### config.mk
export PLATFORM = sky130hd
export DESIGN_NAME = framed_command_receiver_responder_flat
export DESIGN_NICKNAME = d
export VERILOG_FILES = /design/src/rtl/core/fcr_pkg.sv /design/src/rtl/core/fcr_req_if.sv /design/src/rtl/core/fcr_rsp_if.sv /design/src/rtl/core/fcr_csr_if.sv /design/src/rtl/core/framed_command_receiver_responder.sv /design/src/rtl/core/fcr_parser.sv /design/src/rtl/core/fcr_tx.sv /design/src/flat_wrapper.sv
export SDC_FILE = /design/constraint.sdc
export NUM_CORES = 1
export LEC_CHECK = 0
export BUFFER_PORTS_ARGS = -buffer_cell sky130_fd_sc_hd__buf_2
export CAP_MARGIN = 20
export CORE_MARGIN = 5
export CORE_UTILIZATION = 25
export CTS_CLUSTER_DIAMETER = 200
export CTS_CLUSTER_SIZE = 28
export DETAILED_ROUTE_END_ITERATION = 8
export SYNTH_ARGS = -nofsm -noshare
export SYNTH_HDL_FRONTEND = slang
export SYNTH_SLANG_ARGS = --single-unit
### constraint.sdc
create_clock -name clock -period 2.71 [get_ports clock]
set_clock_uncertainty 0.05 [all_clocks]
set_input_delay 0.271 -clock clock [delete_from_list [all_inputs] [get_ports clock]]
set_output_delay 0.271 -clock clock [all_outputs]
set_load 0.005 [all_outputs]
### src/rtl/core/fcr_pkg.sv
// ----------------------------------------------------------------------------
// Framed command receiver package
// Shared widths, frame byte codes, parser phases, the launch struct passed
// between the parser and the response transmitter, and the configuration struct.
// ----------------------------------------------------------------------------
package fcr_pkg;

   localparam int unsigned ByteW    = 8;
   localparam int unsigned CsrIdxW  = 2;
   localparam int unsigned CsrDataW = 8;
   localparam int unsigned FanW     = 2;
   localparam int unsigned TxIdxW   = 3;

   // frame delimiters
   localparam logic [ByteW-1:0] BYTE_START = 8'h02;
   localparam logic [ByteW-1:0] BYTE_END   = 8'h03;
   localparam logic [ByteW-1:0] BYTE_ZERO  = 8'h00;

   // command codes
   localparam logic [ByteW-1:0] OP_FAN    = 8'h10;
   localparam logic [ByteW-1:0] OP_VALVE  = 8'h20;
   localparam logic [ByteW-1:0] OP_SIREN  = 8'h30;
   localparam logic [ByteW-1:0] OP_STATUS = 8'h40;
   localparam logic [ByteW-1:0] OP_GAS    = 8'h50;
   localparam logic [ByteW-1:0] OP_MAX    = 8'h60;
   localparam logic [ByteW-1:0] OP_CLEAR  = 8'h70;

   // length field of the status reply
   localparam logic [ByteW-1:0] STATUS_LEN = 8'h03;

   // index of the final word of each reply
   localparam logic [TxIdxW-1:0] ACK_LAST_IDX    = 3'd4;
   localparam logic [TxIdxW-1:0] STATUS_LAST_IDX = 3'd7;

   typedef enum logic [2:0] {
      PH_HUNT  = 3'd0,
      PH_LEN   = 3'd1,
      PH_CMD   = 3'd2,
      PH_DATA  = 3'd3,
      PH_CHECK = 3'd4,
      PH_END   = 3'd5
   } phase_type;

   typedef enum logic [CsrIdxW-1:0] {
      CSR_FAN_LEVEL  = 2'd0,
      CSR_VALVE_OPEN = 2'd1,
      CSR_SIREN_ON   = 2'd2
   } csr_index_type;

   typedef struct packed {
      logic             start;
      logic             status;
      logic [ByteW-1:0] command;
   } launch_type;

   typedef struct packed {
      logic [FanW-1:0] fan_level;
      logic            valve_open;
      logic            siren_on;
   } cfg_type;

   function automatic logic is_control(input logic [ByteW-1:0] cmd);
      is_control = (cmd == OP_FAN) || (cmd == OP_VALVE) || (cmd == OP_SIREN) ||
                   (cmd == OP_GAS) || (cmd == OP_MAX)   || (cmd == OP_CLEAR);
   endfunction

endpackage

### src/rtl/core/fcr_req_if.sv
// ----------------------------------------------------------------------------
// Receive channel
// Valid/ready channel carrying one received serial byte per word.
// ----------------------------------------------------------------------------
interface fcr_req_if;
   import fcr_pkg::*;

   logic             valid;
   logic             ready;
   logic [ByteW-1:0] rx_byte;

   modport source (output valid, output rx_byte, input ready);
   modport sink   (input valid, input rx_byte, output ready);
endinterface

### src/rtl/core/fcr_rsp_if.sv
// ----------------------------------------------------------------------------
// Response channel
// Valid/ready channel carrying one response byte and its frame end flag.
// ----------------------------------------------------------------------------
interface fcr_rsp_if;
   import fcr_pkg::*;

   logic             valid;
   logic             ready;
   logic [ByteW-1:0] tx_byte;
   logic             tx_last;

   modport source (output valid, output tx_byte, output tx_last, input ready);
   modport sink   (input valid, input tx_byte, input tx_last, output ready);
endinterface

### src/rtl/core/fcr_csr_if.sv
// ----------------------------------------------------------------------------
// Register write channel
// Valid/ready channel carrying a register index and its write data.
// ----------------------------------------------------------------------------
interface fcr_csr_if;
   import fcr_pkg::*;

   logic                valid;
   logic                ready;
   logic [CsrIdxW-1:0]  reg_index;
   logic [CsrDataW-1:0] wr_data;

   modport source (output valid, output reg_index, output wr_data, input ready);
   modport sink   (input valid, input reg_index, input wr_data, output ready);
endinterface

### src/rtl/core/framed_command_receiver_responder.sv
// ----------------------------------------------------------------------------
// Framed command receiver and responder
// Parses framed serial commands and answers valid ones with a reply frame.
// ----------------------------------------------------------------------------
// req_chan takes one received byte per word: start 0x02, length, command,
// payload, XOR check, end 0x03. Payload bytes are checked, not stored.
// rsp_chan returns the reply, one byte per word, tx_last on the final word:
// five words for a control command, eight for a status request.
// csr_chan writes fan level, valve and siren state reported in the status
// reply; it is always ready. The user must write it only while the block is
// idle; the block does not enforce this. Throughput: one received word per
// cycle, but the end byte waits while a reply drains. The first reply word is
// valid in the cycle after the end byte is taken. One counter ends a reply.
// A stalled receiver on rsp_chan holds the reply; received words are still
// taken until the next end byte, which waits until the reply has drained.
// Reset returns the parser to hunting for a start byte, drops any reply and
// sets fan level 1, valve open, siren off.
// ----------------------------------------------------------------------------
module framed_command_receiver_responder (
   input  logic      clock,
   input  logic      reset,
   fcr_req_if.sink   req_chan,
   fcr_rsp_if.source rsp_chan,
   fcr_csr_if.sink   csr_chan
);
   import fcr_pkg::*;

   launch_type launch;
   logic       tx_busy;

   fcr_parser u_parser (
      .clock   (clock),
      .reset   (reset),
      .req     (req_chan),
      .tx_busy (tx_busy),
      .launch  (launch)
   );

   fcr_tx u_tx (
      .clock  (clock),
      .reset  (reset),
      .rsp    (rsp_chan),
      .csr    (csr_chan),
      .launch (launch),
      .busy   (tx_busy)
   );
endmodule

### src/rtl/core/fcr_parser.sv
// ----------------------------------------------------------------------------
// Frame parser
// Tracks the frame phase, folds the XOR check and launches a reply to the
// transmitter when a well-formed frame with a known command ends.
// ----------------------------------------------------------------------------
module fcr_parser (
   input  logic               clock,
   input  logic               reset,
   fcr_req_if.sink            req,
   input  logic               tx_busy,
   output fcr_pkg::launch_type launch
);
   import fcr_pkg::*;

   phase_type        phase_ff,  phase_in;
   logic [ByteW-1:0] length_ff, length_in;
   logic [ByteW-1:0] cmd_ff,    cmd_in;
   logic [ByteW-1:0] count_ff,  count_in;
   logic [ByteW-1:0] run_ff,    run_in;
   logic [ByteW-1:0] rcv_ff,    rcv_in;
   logic [ByteW-1:0] count_inc;
   logic             accept;

   // hold the end byte back while the previous reply is still going out
   assign req.ready = !((phase_ff == PH_END) && tx_busy);
   assign accept    = req.valid && req.ready;
   assign count_inc = count_ff + 8'd1;

   // next state
   always_comb begin
      phase_in  = phase_ff;
      length_in = length_ff;
      cmd_in    = cmd_ff;
      count_in  = count_ff;
      run_in    = run_ff;
      rcv_in    = rcv_ff;
      if (accept) begin
         unique case (phase_ff)
            PH_LEN: begin
               length_in = req.rx_byte;
               run_in    = run_ff ^ req.rx_byte;
               count_in  = '0;
               phase_in  = PH_CMD;
            end
            PH_CMD: begin
               cmd_in   = req.rx_byte;
               run_in   = run_ff ^ req.rx_byte;
               phase_in = (length_ff != '0) ? PH_DATA : PH_CHECK;
            end
            PH_DATA: begin
               run_in   = run_ff ^ req.rx_byte;
               count_in = count_inc;
               if (count_inc >= length_ff) begin
                  phase_in = PH_CHECK;
               end
            end
            PH_CHECK: begin
               rcv_in   = req.rx_byte;
               phase_in = PH_END;
            end
            PH_END: begin
               phase_in = PH_HUNT;
            end
            default: begin
               phase_in = PH_HUNT;
               if (req.rx_byte == BYTE_START) begin
                  phase_in = PH_LEN;
                  run_in   = '0;
               end
            end
         endcase
      end
   end

   // outputs
   always_comb begin
      launch.command = cmd_ff;
      launch.status  = (cmd_ff == OP_STATUS);
      launch.start   = accept && (phase_ff == PH_END) && (req.rx_byte == BYTE_END) &&
                       (run_ff == rcv_ff) && ((cmd_ff == OP_STATUS) || is_control(cmd_ff));
   end

   always_ff @(posedge clock) begin
      if (reset) begin
         phase_ff  <= PH_HUNT;
         length_ff <= '0;
         cmd_ff    <= '0;
         count_ff  <= '0;
         run_ff    <= '0;
         rcv_ff    <= '0;
      end else begin
         phase_ff  <= phase_in;
         length_ff <= length_in;
         cmd_ff    <= cmd_in;
         count_ff  <= count_in;
         run_ff    <= run_in;
         rcv_ff    <= rcv_in;
      end
   end

`ifndef SYNTHESIS
   a_launch_idle: assert property (@(posedge clock) disable iff (reset)
      launch.start |-> !tx_busy)
      else $error("reply launched while transmitter busy");
   a_data_len: assert property (@(posedge clock) disable iff (reset)
      (phase_ff == PH_DATA) |-> (length_ff != '0))
      else $error("payload phase with zero length");
   a_data_count: assert property (@(posedge clock) disable iff (reset)
      (phase_ff == PH_DATA) |-> (count_ff < length_ff))
      else $error("payload count overran length");
`endif
endmodule

### src/rtl/core/fcr_tx.sv
// ----------------------------------------------------------------------------
// Response transmitter
// Holds the configuration registers and sends the acknowledge or status
// reply one word at a time.
// ----------------------------------------------------------------------------
module fcr_tx (
   input  logic               clock,
   input  logic               reset,
   fcr_rsp_if.source          rsp,
   fcr_csr_if.sink            csr,
   input  fcr_pkg::launch_type launch,
   output logic               busy
);
   import fcr_pkg::*;

   cfg_type           cfg_ff,    cfg_in;
   logic              busy_ff,   busy_in;
   logic              status_ff, status_in;
   logic [ByteW-1:0]  cmd_ff,    cmd_in;
   logic [TxIdxW-1:0] idx_ff,    idx_in;
   logic [ByteW-1:0]  fan_byte, valve_byte, siren_byte, status_chk;
   logic              last;

   assign csr.ready = 1'b1;
   assign busy      = busy_ff;

   always_comb begin
      cfg_in = cfg_ff;
      if (csr.valid) begin
         if (csr.reg_index == CSR_FAN_LEVEL) begin
            cfg_in.fan_level = csr.wr_data[FanW-1:0];
         end else if (csr.reg_index == CSR_VALVE_OPEN) begin
            cfg_in.valve_open = csr.wr_data[0];
         end else if (csr.reg_index == CSR_SIREN_ON) begin
            cfg_in.siren_on = csr.wr_data[0];
         end
      end
   end

   assign fan_byte   = {{(ByteW-FanW){1'b0}}, cfg_ff.fan_level};
   assign valve_byte = {{(ByteW-1){1'b0}}, cfg_ff.valve_open};
   assign siren_byte = {{(ByteW-1){1'b0}}, cfg_ff.siren_on};
   assign status_chk = STATUS_LEN ^ OP_STATUS ^ fan_byte ^ valve_byte ^ siren_byte;
   assign last       = status_ff ? (idx_ff == STATUS_LAST_IDX) : (idx_ff == ACK_LAST_IDX);

   always_comb begin
      busy_in   = busy_ff;
      status_in = status_ff;
      cmd_in    = cmd_ff;
      idx_in    = idx_ff;
      if (launch.start) begin
         busy_in   = 1'b1;
         status_in = launch.status;
         cmd_in    = launch.command;
         idx_in    = '0;
      end else if (busy_ff && rsp.ready) begin
         if (last) begin
            busy_in = 1'b0;
         end else begin
            idx_in = idx_ff + 3'd1;
         end
      end
   end

   always_comb begin
      rsp.valid   = busy_ff;
      rsp.tx_last = last;
      rsp.tx_byte = BYTE_ZERO;
      if (status_ff) begin
         unique case (idx_ff)
            3'd0:    rsp.tx_byte = BYTE_START;
            3'd1:    rsp.tx_byte = STATUS_LEN;
            3'd2:    rsp.tx_byte = OP_STATUS;
            3'd3:    rsp.tx_byte = fan_byte;
            3'd4:    rsp.tx_byte = valve_byte;
            3'd5:    rsp.tx_byte = siren_byte;
            3'd6:    rsp.tx_byte = status_chk;
            default: rsp.tx_byte = BYTE_END;
         endcase
      end else begin
         unique case (idx_ff)
            3'd0:    rsp.tx_byte = BYTE_START;
            3'd1:    rsp.tx_byte = BYTE_ZERO;
            3'd2:    rsp.tx_byte = cmd_ff;
            3'd3:    rsp.tx_byte = cmd_ff;
            default: rsp.tx_byte = BYTE_END;
         endcase
      end
   end

   always_ff @(posedge clock) begin
      if (reset) begin
         cfg_ff.fan_level  <= 2'd1;
         cfg_ff.valve_open <= 1'b1;
         cfg_ff.siren_on   <= 1'b0;
         busy_ff           <= 1'b0;
         status_ff         <= 1'b0;
         idx_ff            <= '0;
      end else begin
         cfg_ff    <= cfg_in;
         busy_ff   <= busy_in;
         status_ff <= status_in;
         idx_ff    <= idx_in;
      end
   end

   always_ff @(posedge clock) begin
      cmd_ff <= cmd_in;
   end

`ifndef SYNTHESIS
   a_ack_range: assert property (@(posedge clock) disable iff (reset)
      (busy_ff && !status_ff) |-> (idx_ff <= ACK_LAST_IDX))
      else $error("acknowledge index past final word");
   a_load_first: assert property (@(posedge clock) disable iff (reset)
      launch.start |=> (busy_ff && (idx_ff == '0)))
      else $error("reply did not start at first word");
   a_last_done: assert property (@(posedge clock) disable iff (reset)
      (busy_ff && rsp.ready && last) |=> !busy_ff)
      else $error("transmitter still busy after final word");
`endif
endmodule
### src/flat_wrapper.sv
// flat-port wrapper written by rule: the top's interface ports become plain ports
module framed_command_receiver_responder_flat import fcr_pkg::*;
  (clock, reset, req_chan_valid, req_chan_rx_byte, req_chan_ready, rsp_chan_valid, rsp_chan_tx_byte, rsp_chan_tx_last, rsp_chan_ready, csr_chan_valid, csr_chan_reg_index, csr_chan_wr_data, csr_chan_ready);
  fcr_req_if req_chan_i ();
  fcr_rsp_if rsp_chan_i ();
  fcr_csr_if csr_chan_i ();
  input  logic clock;
  input  logic reset;
  input wire logic [$bits(req_chan_i.valid)-1:0] req_chan_valid;
  input wire logic [$bits(req_chan_i.rx_byte)-1:0] req_chan_rx_byte;
  output wire logic [$bits(req_chan_i.ready)-1:0] req_chan_ready;
  output wire logic [$bits(rsp_chan_i.valid)-1:0] rsp_chan_valid;
  output wire logic [$bits(rsp_chan_i.tx_byte)-1:0] rsp_chan_tx_byte;
  output wire logic [$bits(rsp_chan_i.tx_last)-1:0] rsp_chan_tx_last;
  input wire logic [$bits(rsp_chan_i.ready)-1:0] rsp_chan_ready;
  input wire logic [$bits(csr_chan_i.valid)-1:0] csr_chan_valid;
  input wire logic [$bits(csr_chan_i.reg_index)-1:0] csr_chan_reg_index;
  input wire logic [$bits(csr_chan_i.wr_data)-1:0] csr_chan_wr_data;
  output wire logic [$bits(csr_chan_i.ready)-1:0] csr_chan_ready;
  assign req_chan_i.valid = req_chan_valid;
  assign req_chan_i.rx_byte = req_chan_rx_byte;
  assign req_chan_ready = req_chan_i.ready;
  assign rsp_chan_valid = rsp_chan_i.valid;
  assign rsp_chan_tx_byte = rsp_chan_i.tx_byte;
  assign rsp_chan_tx_last = rsp_chan_i.tx_last;
  assign rsp_chan_i.ready = rsp_chan_ready;
  assign csr_chan_i.valid = csr_chan_valid;
  assign csr_chan_i.reg_index = csr_chan_reg_index;
  assign csr_chan_i.wr_data = csr_chan_wr_data;
  assign csr_chan_ready = csr_chan_i.ready;
  framed_command_receiver_responder u_core (.clock(clock), .reset(reset), .req_chan(req_chan_i), .rsp_chan(rsp_chan_i), .csr_chan(csr_chan_i));
endmodule
* After elaboration in Yosys (flattened, before gate mapping)
Index checks and enable logic that the tools add are counted.
W data, S select, Z words.
** Word-level totals
- Flip-flop bits (word level) :: 60
- Input bits :: 23
- Output and inout port bits :: 12
** Operators by class
- Add/sub/neg operators :: 2
- $lt $le $gt $ge :: 1
- Eq/ne operators :: 25
- Multiplexer cells :: 14
- Bitwise operators :: 8
- Reduce and logical (&&, ||, !) cells :: 36
** Operator list (count)
- $pmux W7 S6 :: 1
- $eq A8 B7 Y1 const B :: 4
- $pmux W8 S2 :: 2
- $pmux W8 S3 :: 1
- $eq A3 B3 Y1 const B :: 6
- $eq A8 B2 Y1 const B :: 2
- $eq A8 B6 Y1 const B :: 2
- $mux W8 :: 2
- $reduce_and A2 Y1 :: 8
- $pmux W3 S5 :: 1
- $xor A7 B1 Y7 :: 2
- $eq A3 B2 Y1 const B :: 4
- $add A8 B1 Y8 const B :: 1
- $eq A8 B5 Y1 const B :: 1
- $eq A8 B8 Y1 :: 1
- $ge A8 B8 Y1 :: 1
- $reduce_bool A2 Y1 :: 4
- $reduce_bool A8 Y1 :: 1
- $xor A8 B8 Y8 :: 1
- $logic_and A1 B1 Y1 :: 7
- $eq A3 B1 Y1 const B :: 2
- $logic_or A1 B1 Y1 :: 6
- $mux W3 :: 2
- $reduce_and A3 Y1 :: 2
- other kinds (13) :: 22

* Depth between registers and ports, before layout
Gate-level depths: netlist of run 1.
- Word-level depth :: 10
- Mapped depth :: 10

* Modules after synthesis
A second synthesis of run 1 with hierarchy kept.
** Second synthesis, totals
- Cell total of the unflattened synthesis :: 360
- Area, all modules :: 3164.3 um^2
** By module, submodules not included
- fcr_parser :: instances 1, cells an instance 279, area an instance 2259.7 um^2, sequential area each 860.8 um^2
- fcr_tx :: instances 1, cells an instance 81, area an instance 904.6 um^2, sequential area each 420.4 um^2

* Worst setup path before layout of run 1
OpenSTA, ideal clock, no wires.
- Kind :: flip-flop to flip-flop
- Start :: reg u_core.u_parser.count_ff[2]
- End :: reg u_core.u_parser.phase_ff[2]
- Data arrival time :: 2042 ps
- Slack :: 484 ps
- Stages on the path, launching flop included :: 11
- Buffers on the path :: 0
- Period minus slack after synthesis :: 2226 ps
- Path through :: dfxtp_1 -> nand3_1 -> or2_1 -> nor2_1 -> xor2_1 -> ha_1 -> o21ai_0 -> o2111ai_1 -> a21oi_1 -> o311ai_0 -> o31ai_1
** Between the ends
- Longest elaborated chain between the ends :: 4
** Ends and longest elaborated chain
- start: declaration :: line fcr_parser.sv:18 : logic [ByteW-1:0] count_ff, count_in;
- start signal: assignment :: line fcr_parser.sv:95 : count_ff <= count_in;
- $add A8 B1 Y8 :: line fcr_parser.sv:27 : assign count_inc = count_ff + 8'd1;
- $ge A8 B8 Y1 :: line fcr_parser.sv:53 : if (count_inc >= length_ff) begin
- $ne A2 B2 Y1 (no line)
- $reduce_and A2 Y1 (no line)
- end signal: assignment :: line fcr_parser.sv:92 : phase_ff <= phase_in;
- end: declaration :: line fcr_parser.sv:15 : phase_type phase_ff, phase_in;
Every way passes these cells.
A chain may end at the register's enable or synchronous reset.

* Worst setup path after layout of run 1
Same ends and word-level chain as after synthesis.

==> flow_summary.ini, run 1 <==
[outcome]
status = complete, no violations

[power_and_ir_drop]
vdd_ir_drop_max_uv = 255
leakagePower_uw = 0.00136
power_density_mw_per_mm2 = 582
power_uw = 2150

[synthesis]
syn-cell-area_mm2 = 0.00311
yosys.area_share.xor_xnor = 0.0703
avgSynthCellArea_um2 = 8.67
yosysTopAreaCellShare = 0.334
synth.area.mux_share = 0.0486
synthAdderAreaFrac = 0.0603
synth-compound-area-share = 0.123
yosysTopAreaCell = dfxtp_1
synth_fp_nets = 397
async_flop_share = 0
ys_warn_count = 0
synth.area.top_cells = dfxtp_1 33%, edfxtp_1 7.7%, nand2_1 7.6%
yosysSeqAreaShare = 0.411
synth-simple-area-share = 0.249
synth_edf_count = 8
netlist_instances = 359
synthFlopType = dfxtp_1
yosys_register_bits = 60
synth_top_family_by_area = simple AND/OR/NAND/NOR gates
ys_types = 55

[setup_path]
crit_path_end_kind = flip-flop
crit_slowest_cell = dfxtp_1
crit_family = compound AO/OA/AOI/OAI gates
crit_type = flip-flop to flip-flop
cp_data_arrival_time_ps = 2650
rr_worst_depth = 10
r2r_end = u_core.u_parser.phase_ff[2]
cp_data_required_time_ps = 2850
critical_path_buf_inv_count = 0
critPathLaunchType = flip-flop
slowest_delay_ps = 400
r2r_slack_ps = 200
worst-path-max-fanout = 5
crit_chain = nand3_1 -> or2_1 -> nor2_1 -> xor2_1 -> ha_1 -> o21ai_0 -> o2111ai_1 -> a21oi_2 -> o311ai_0 -> o31ai_1
critPathLaunch = u_core.u_parser.count_ff[2]
rr_startpoint = u_core.u_parser.count_ff[2]

[clocking]
cts_buffer_depth = 2
cts_max_level = 3
cts_sinks = 60
cts_setup_buffers = 0
cts_tree = yes
cts.clk_slew.worst_paths_ps = 50
root_buffer = clkbuf_16
numCtsBuffers = 9
clkLatencyLatePin_ps = 320

[sta]
finalSetupViolations = 0
setup_tns_ps = 0
min_period_over_period = 0.926
drv_slew = 0
worst_pin_slew_ps = 663
slew_headroom = 0.554
fin_crit_ps = 2510
fmax_ghz = 0.399
hold_viol = 0
whs_ps = 151

[layout]
drive_gt1_frac = 0.133
fillCellCount = 1295
layout_common_cells = 63 x nand2_1, 52 x dfxtp_1, 39 x nor2_1
layout.cells.most_common = nand2_1
fin_nets = 423
instances_no_fill = 558
num_antenna_cells = 0
syn2layout_area_growth_pct = 18.7
utilization = 0.305

[place]
placed_cells = 542
io_buffers = 27
post-dp-hpwl_um = 5140
gp_congestion = 0.807

[flow_run]
cap_violations = 0

[die]
start_util = 0.257
die_w_um = 122
io_pins = 35
floorplan.die_area_mm2 = 0.0148
fp-row-count = 40
fp.dieH_um = 122
core_area_mm2 = 0.0121

[hold_path]
hold_end = u_core.u_tx.cfg_ff[1]
hp-start = csr_chan_wr_data[0]
hold_depth = 3
hp-class = input port to flip-flop

[global_route]
grt_max_degree = 38
track_usage = 0.101
antenna_found_initial = 0
grt_first_pass_wirelength_um = 11900
grt_pass1_vias = 2531
grt-ovfl-total = 0

[detailed_routing]
drc = 0
firstDrtPassIters = 4
drtAntennaViolNets = 0
vias = 2520
via_per_inst = 4.52
drt_iter0_drc = 150
post_drt_wl_per_cell_um = 12.8
wirelength_um = 7120
[synth_stat cells, types with 2 or more instances]
master     number
o21ai_0         4
nand3_1        15
and2_1          5
nand4_1         2
a22o_1          2
o2111ai_1       2
mux2i_1        14
nor4_1          4
nor4_4          2
xor2_1         12
edfxtp_1        8
nor3_1          8
xnor2_1        13
inv_1          13
nand3b_1        3
a21o_1          2
buf_2           4
clkbuf_1        8
dfxtp_1        52
nor2b_1         3
nor3b_1         2
a211oi_1        3
ha_1           15
a21oi_1        32
nor2_1         39
nand2_1        63
[worst min-delay path: cells and delay by family]
family	cells	cell delay, ps
buffers and inverters	1	100
multiplexers	1	70
AND/OR/NAND/NOR	1	60
[metrics by stage]
step           setup slack, ps  cell area, um2
4_1_cts                    169            3690
3_3_place_gp               306            3410
2_1_floorplan              484            3110
5_1_grt                  -4.44            3700
3_5_place_dp               176            3410
6_report                   202            3700
[layout make-up]
type                            instances  area [um2]  share of cell area
Multi-Input combinational cell        271        1720               0.466
Timing Repair Buffer                   29         150              0.0406
Tap cell                              168         210              0.0569
Clock inverter                          3        40.0              0.0108
Sequential cell                        60        1280               0.347
Inverter                               14        52.6              0.0142
Clock buffer                           13         240              0.0650
[cells by family (layout without fill, tap and decap cells)]
logic type,after synthesis,after routing
other,1,1
buffers and inverters,28,59
AO/OA/AOI/OAI,58,58
multiplexers,15,15
AND/OR/NAND/NOR,157,157
XOR/XNOR,25,25
adder cells (fa/ha/maj),15,15
flip-flops,60,60
[sequential cells by signal, summed over array words and instances, names as in the netlist]
signal,cells
u_core.u_parser.cmd_ff,8
u_core.u_parser.count_ff,8
u_core.u_parser.length_ff,8
u_core.u_parser.rcv_ff,8
u_core.u_parser.run_ff,8
u_core.u_tx.cmd_ff,8
u_core.u_tx.cfg_ff,4
u_core.u_parser.phase_ff,3
u_core.u_tx.idx_ff,3
u_core.u_tx.busy,1
u_core.u_tx.status_ff,1
[where the power goes]
| part | switching, uW | internal (uW) |
|---|---|---|
| clock | 369 | 708 |
| sequential | 18.4 | 917 |
| combinational | 91.2 | 50.2 |
| total | 479 | 1670 |
[layer usage]
metal | track usage | part of all wire | vias to the layer above
met1 | 0.124 | 0.47 | 1180
met4 | 0.0406 | 0.012 | 0
met5 | 0 | 0 | -
met3 | 0.0283 | 0.037 | 6
met2 | 0.165 | 0.48 | 35
li1 | - | - | 1299
[worst max path at each step]
stage          depth (start not counted)                           to  slack (ps)
6_report                              10  u_core.u_parser.phase_ff[2]         200
4_1_cts                               10  u_core.u_parser.phase_ff[0]         170
3_3_place_gp                          10  u_core.u_parser.phase_ff[0]         310
3_5_place_dp                          10  u_core.u_parser.phase_ff[0]         180
5_1_grt                               10  u_core.u_parser.phase_ff[2]          -4
2_1_floorplan                         10  u_core.u_parser.phase_ff[2]         480
[timing repair]
action                                  in CTS  in global routing
hold buffers                                 0                  0
endpoints found under the setup margin       0                  2
gates resized for setup                      0                  1
No activity file was read; power rests on OpenSTA's default activity.
==> inputs of run 2 (changes only) <==
--- a/config.mk
+++ b/config.mk
@@ -12,6 +12,7 @@
 export CTS_CLUSTER_DIAMETER = 200
 export CTS_CLUSTER_SIZE = 28
 export DETAILED_ROUTE_END_ITERATION = 8
+export HOLD_SLACK_MARGIN = 0.1
 export SYNTH_ARGS = -nofsm -noshare
 export SYNTH_HDL_FRONTEND = slang
 export SYNTH_SLANG_ARGS = --single-unit
==> constraint.sdc (replaced) <==
create_clock -name clock -period 2.71 [get_ports clock]
set_clock_uncertainty 0.05 [all_clocks]
set_input_delay 0.1355 -clock clock [delete_from_list [all_inputs] [get_ports clock]]
set_output_delay 0.1355 -clock clock [all_outputs]
set_load 0.005 [all_outputs]
==> run 2 against run 1 <==
First-iteration DRC count decreased by 15%. Cell count increased by 2.0%. Sequential power about the same. Clock-buffer cell count decreased by 2. Wire length increased by 1.1%. Clock power increased by 8%. Largest cell class unchanged. Global-route usage increased by 0.49 points. Final area increased by 3.7%.
==> flow_summary.ini, run 2 (same netlist as run 1, synthesis figures left out) <==
[sta]
drv_slew = 0
hold_viol = 0
worst_pin_slew_ps = 649
fmax_ghz = 0.400
setup_tns_ps = 0
rsz0062_at_grt = no
finalSetupViolations = 0
min_period_over_period = 0.923
slew_headroom = 0.564
fin_crit_ps = 2500

[detailed_routing]
via_per_inst = 4.46
drc = 0
drtAntennaViolNets = 0
vias = 2537
post_drt_wl_per_cell_um = 12.6
wirelength_um = 7200
firstDrtPassIters = 4
drt_iter0_drc = 127

[global_route]
antenna_found_initial = 0
grt_pass1_vias = 2553
grt-ovfl-total = 0
grt_first_pass_wirelength_um = 12200
track_usage = 0.105
grt_max_degree = 38

[die]
core_area_mm2 = 0.0121
die_w_um = 122
fp-row-count = 40
io_pins = 35
start_util = 0.257
floorplan.die_area_mm2 = 0.0148
fp.dieH_um = 122

[layout]
syn2layout_area_growth_pct = 23.1
layout.cells.most_common = nand2_1
utilization = 0.317
drive_gt1_frac = 0.135
fin_nets = 434
num_antenna_cells = 0
layout_common_cells = 63 x nand2_1, 52 x dfxtp_1, 39 x nor2_1
instances_no_fill = 569

[setup_path]
crit_path_end_kind = flip-flop
rr_worst_depth = 10
cp_data_required_time_ps = 2850
crit_type = flip-flop to flip-flop
critPathLaunchType = flip-flop
worst-path-max-fanout = 5
cp_data_arrival_time_ps = 2640

[clocking]
numCtsBuffers = 9
cts.clk_slew.worst_paths_ps = 50
clkLatencyLatePin_ps = 320
root_buffer = clkbuf_16
cts_tree = yes
cts_sinks = 60
cts_max_level = 3
cts_buffer_depth = 2

[power_and_ir_drop]
power_density_mw_per_mm2 = 589
vdd_ir_drop_max_uv = 243
leakagePower_uw = 0.00141
power_uw = 2260

[place]
io_buffers = 27
post-dp-hpwl_um = 5200
gp_congestion = 0.815
placed_cells = 542

[flow_run]
cap_violations = 0

[hold_path]
hold_depth = 3
hp-class = input port to flip-flop

[outcome]
status = complete, no violations
[run 2: where the power goes]
part           internal [uW]  switching, uW
combinational           59.6           92.3
sequential               917           18.4
clock                    799            371
total                   1770            482
[run 2: metal layers]
metal | routed length (um) | GRT usage
met1 | 3300 | 0.125
met2 | 3500 | 0.173
met3 | 286 | 0.0320
met4 | 116 | 0.0504
met5 | 0 | 0
[run 2: what timing repair did]
item                                   CTS  global route
buffers inserted                         0             1
setup endpoints to repair                0             2
endpoints found under the hold margin   17             0
resized for setup                        0             1
hold buffers                            10             0
[run 2: cell type report]
type                       count  area [um2]
clock inverter                 5        76.3
fill                        1280        8280
timing repair buffer          40         258
tap                          168         210
sequential                    60        1280
inverter                      14        52.6
multi-input combinational    271        1720
clock buffer                  11         233
[run 2: critical path, cell delays in order (launching register included)]
cell and delay, ps:
dfxtp_1 400, nand3_1 170, or2_1 330, nor2_1 150, xor2_1 240, ha_1 180
o21ai_0 100, o2111ai_1 230, a21oi_2 80, o311ai_0 340, o31ai_1 110
[run 2: metrics by stage]
stage | hold WS (ps) | setup slack (ps) | cell area [um2]
floorplan | 211 | 484 | 3110
global placement | 338 | 316 | 3410
detailed placement | 344 | 218 | 3410
CTS | 116 | 189 | 3820
global route | 141 | 22.8 | 3830
finish | 122 | 209 | 3830
[run 2: worst paths after layout]
kind	startpoint	endpoint	slack, ps
max	u_core.u_parser.count_ff[2]	u_core.u_parser.phase_ff[2]	210
min	req_chan_rx_byte[0]	u_core.u_parser.cmd_ff[0]	120
min reg2reg	u_core.u_parser.cmd_ff[0]	u_core.u_tx.cmd_ff[0]	410
max reg2reg	u_core.u_parser.count_ff[2]	u_core.u_parser.phase_ff[2]	210
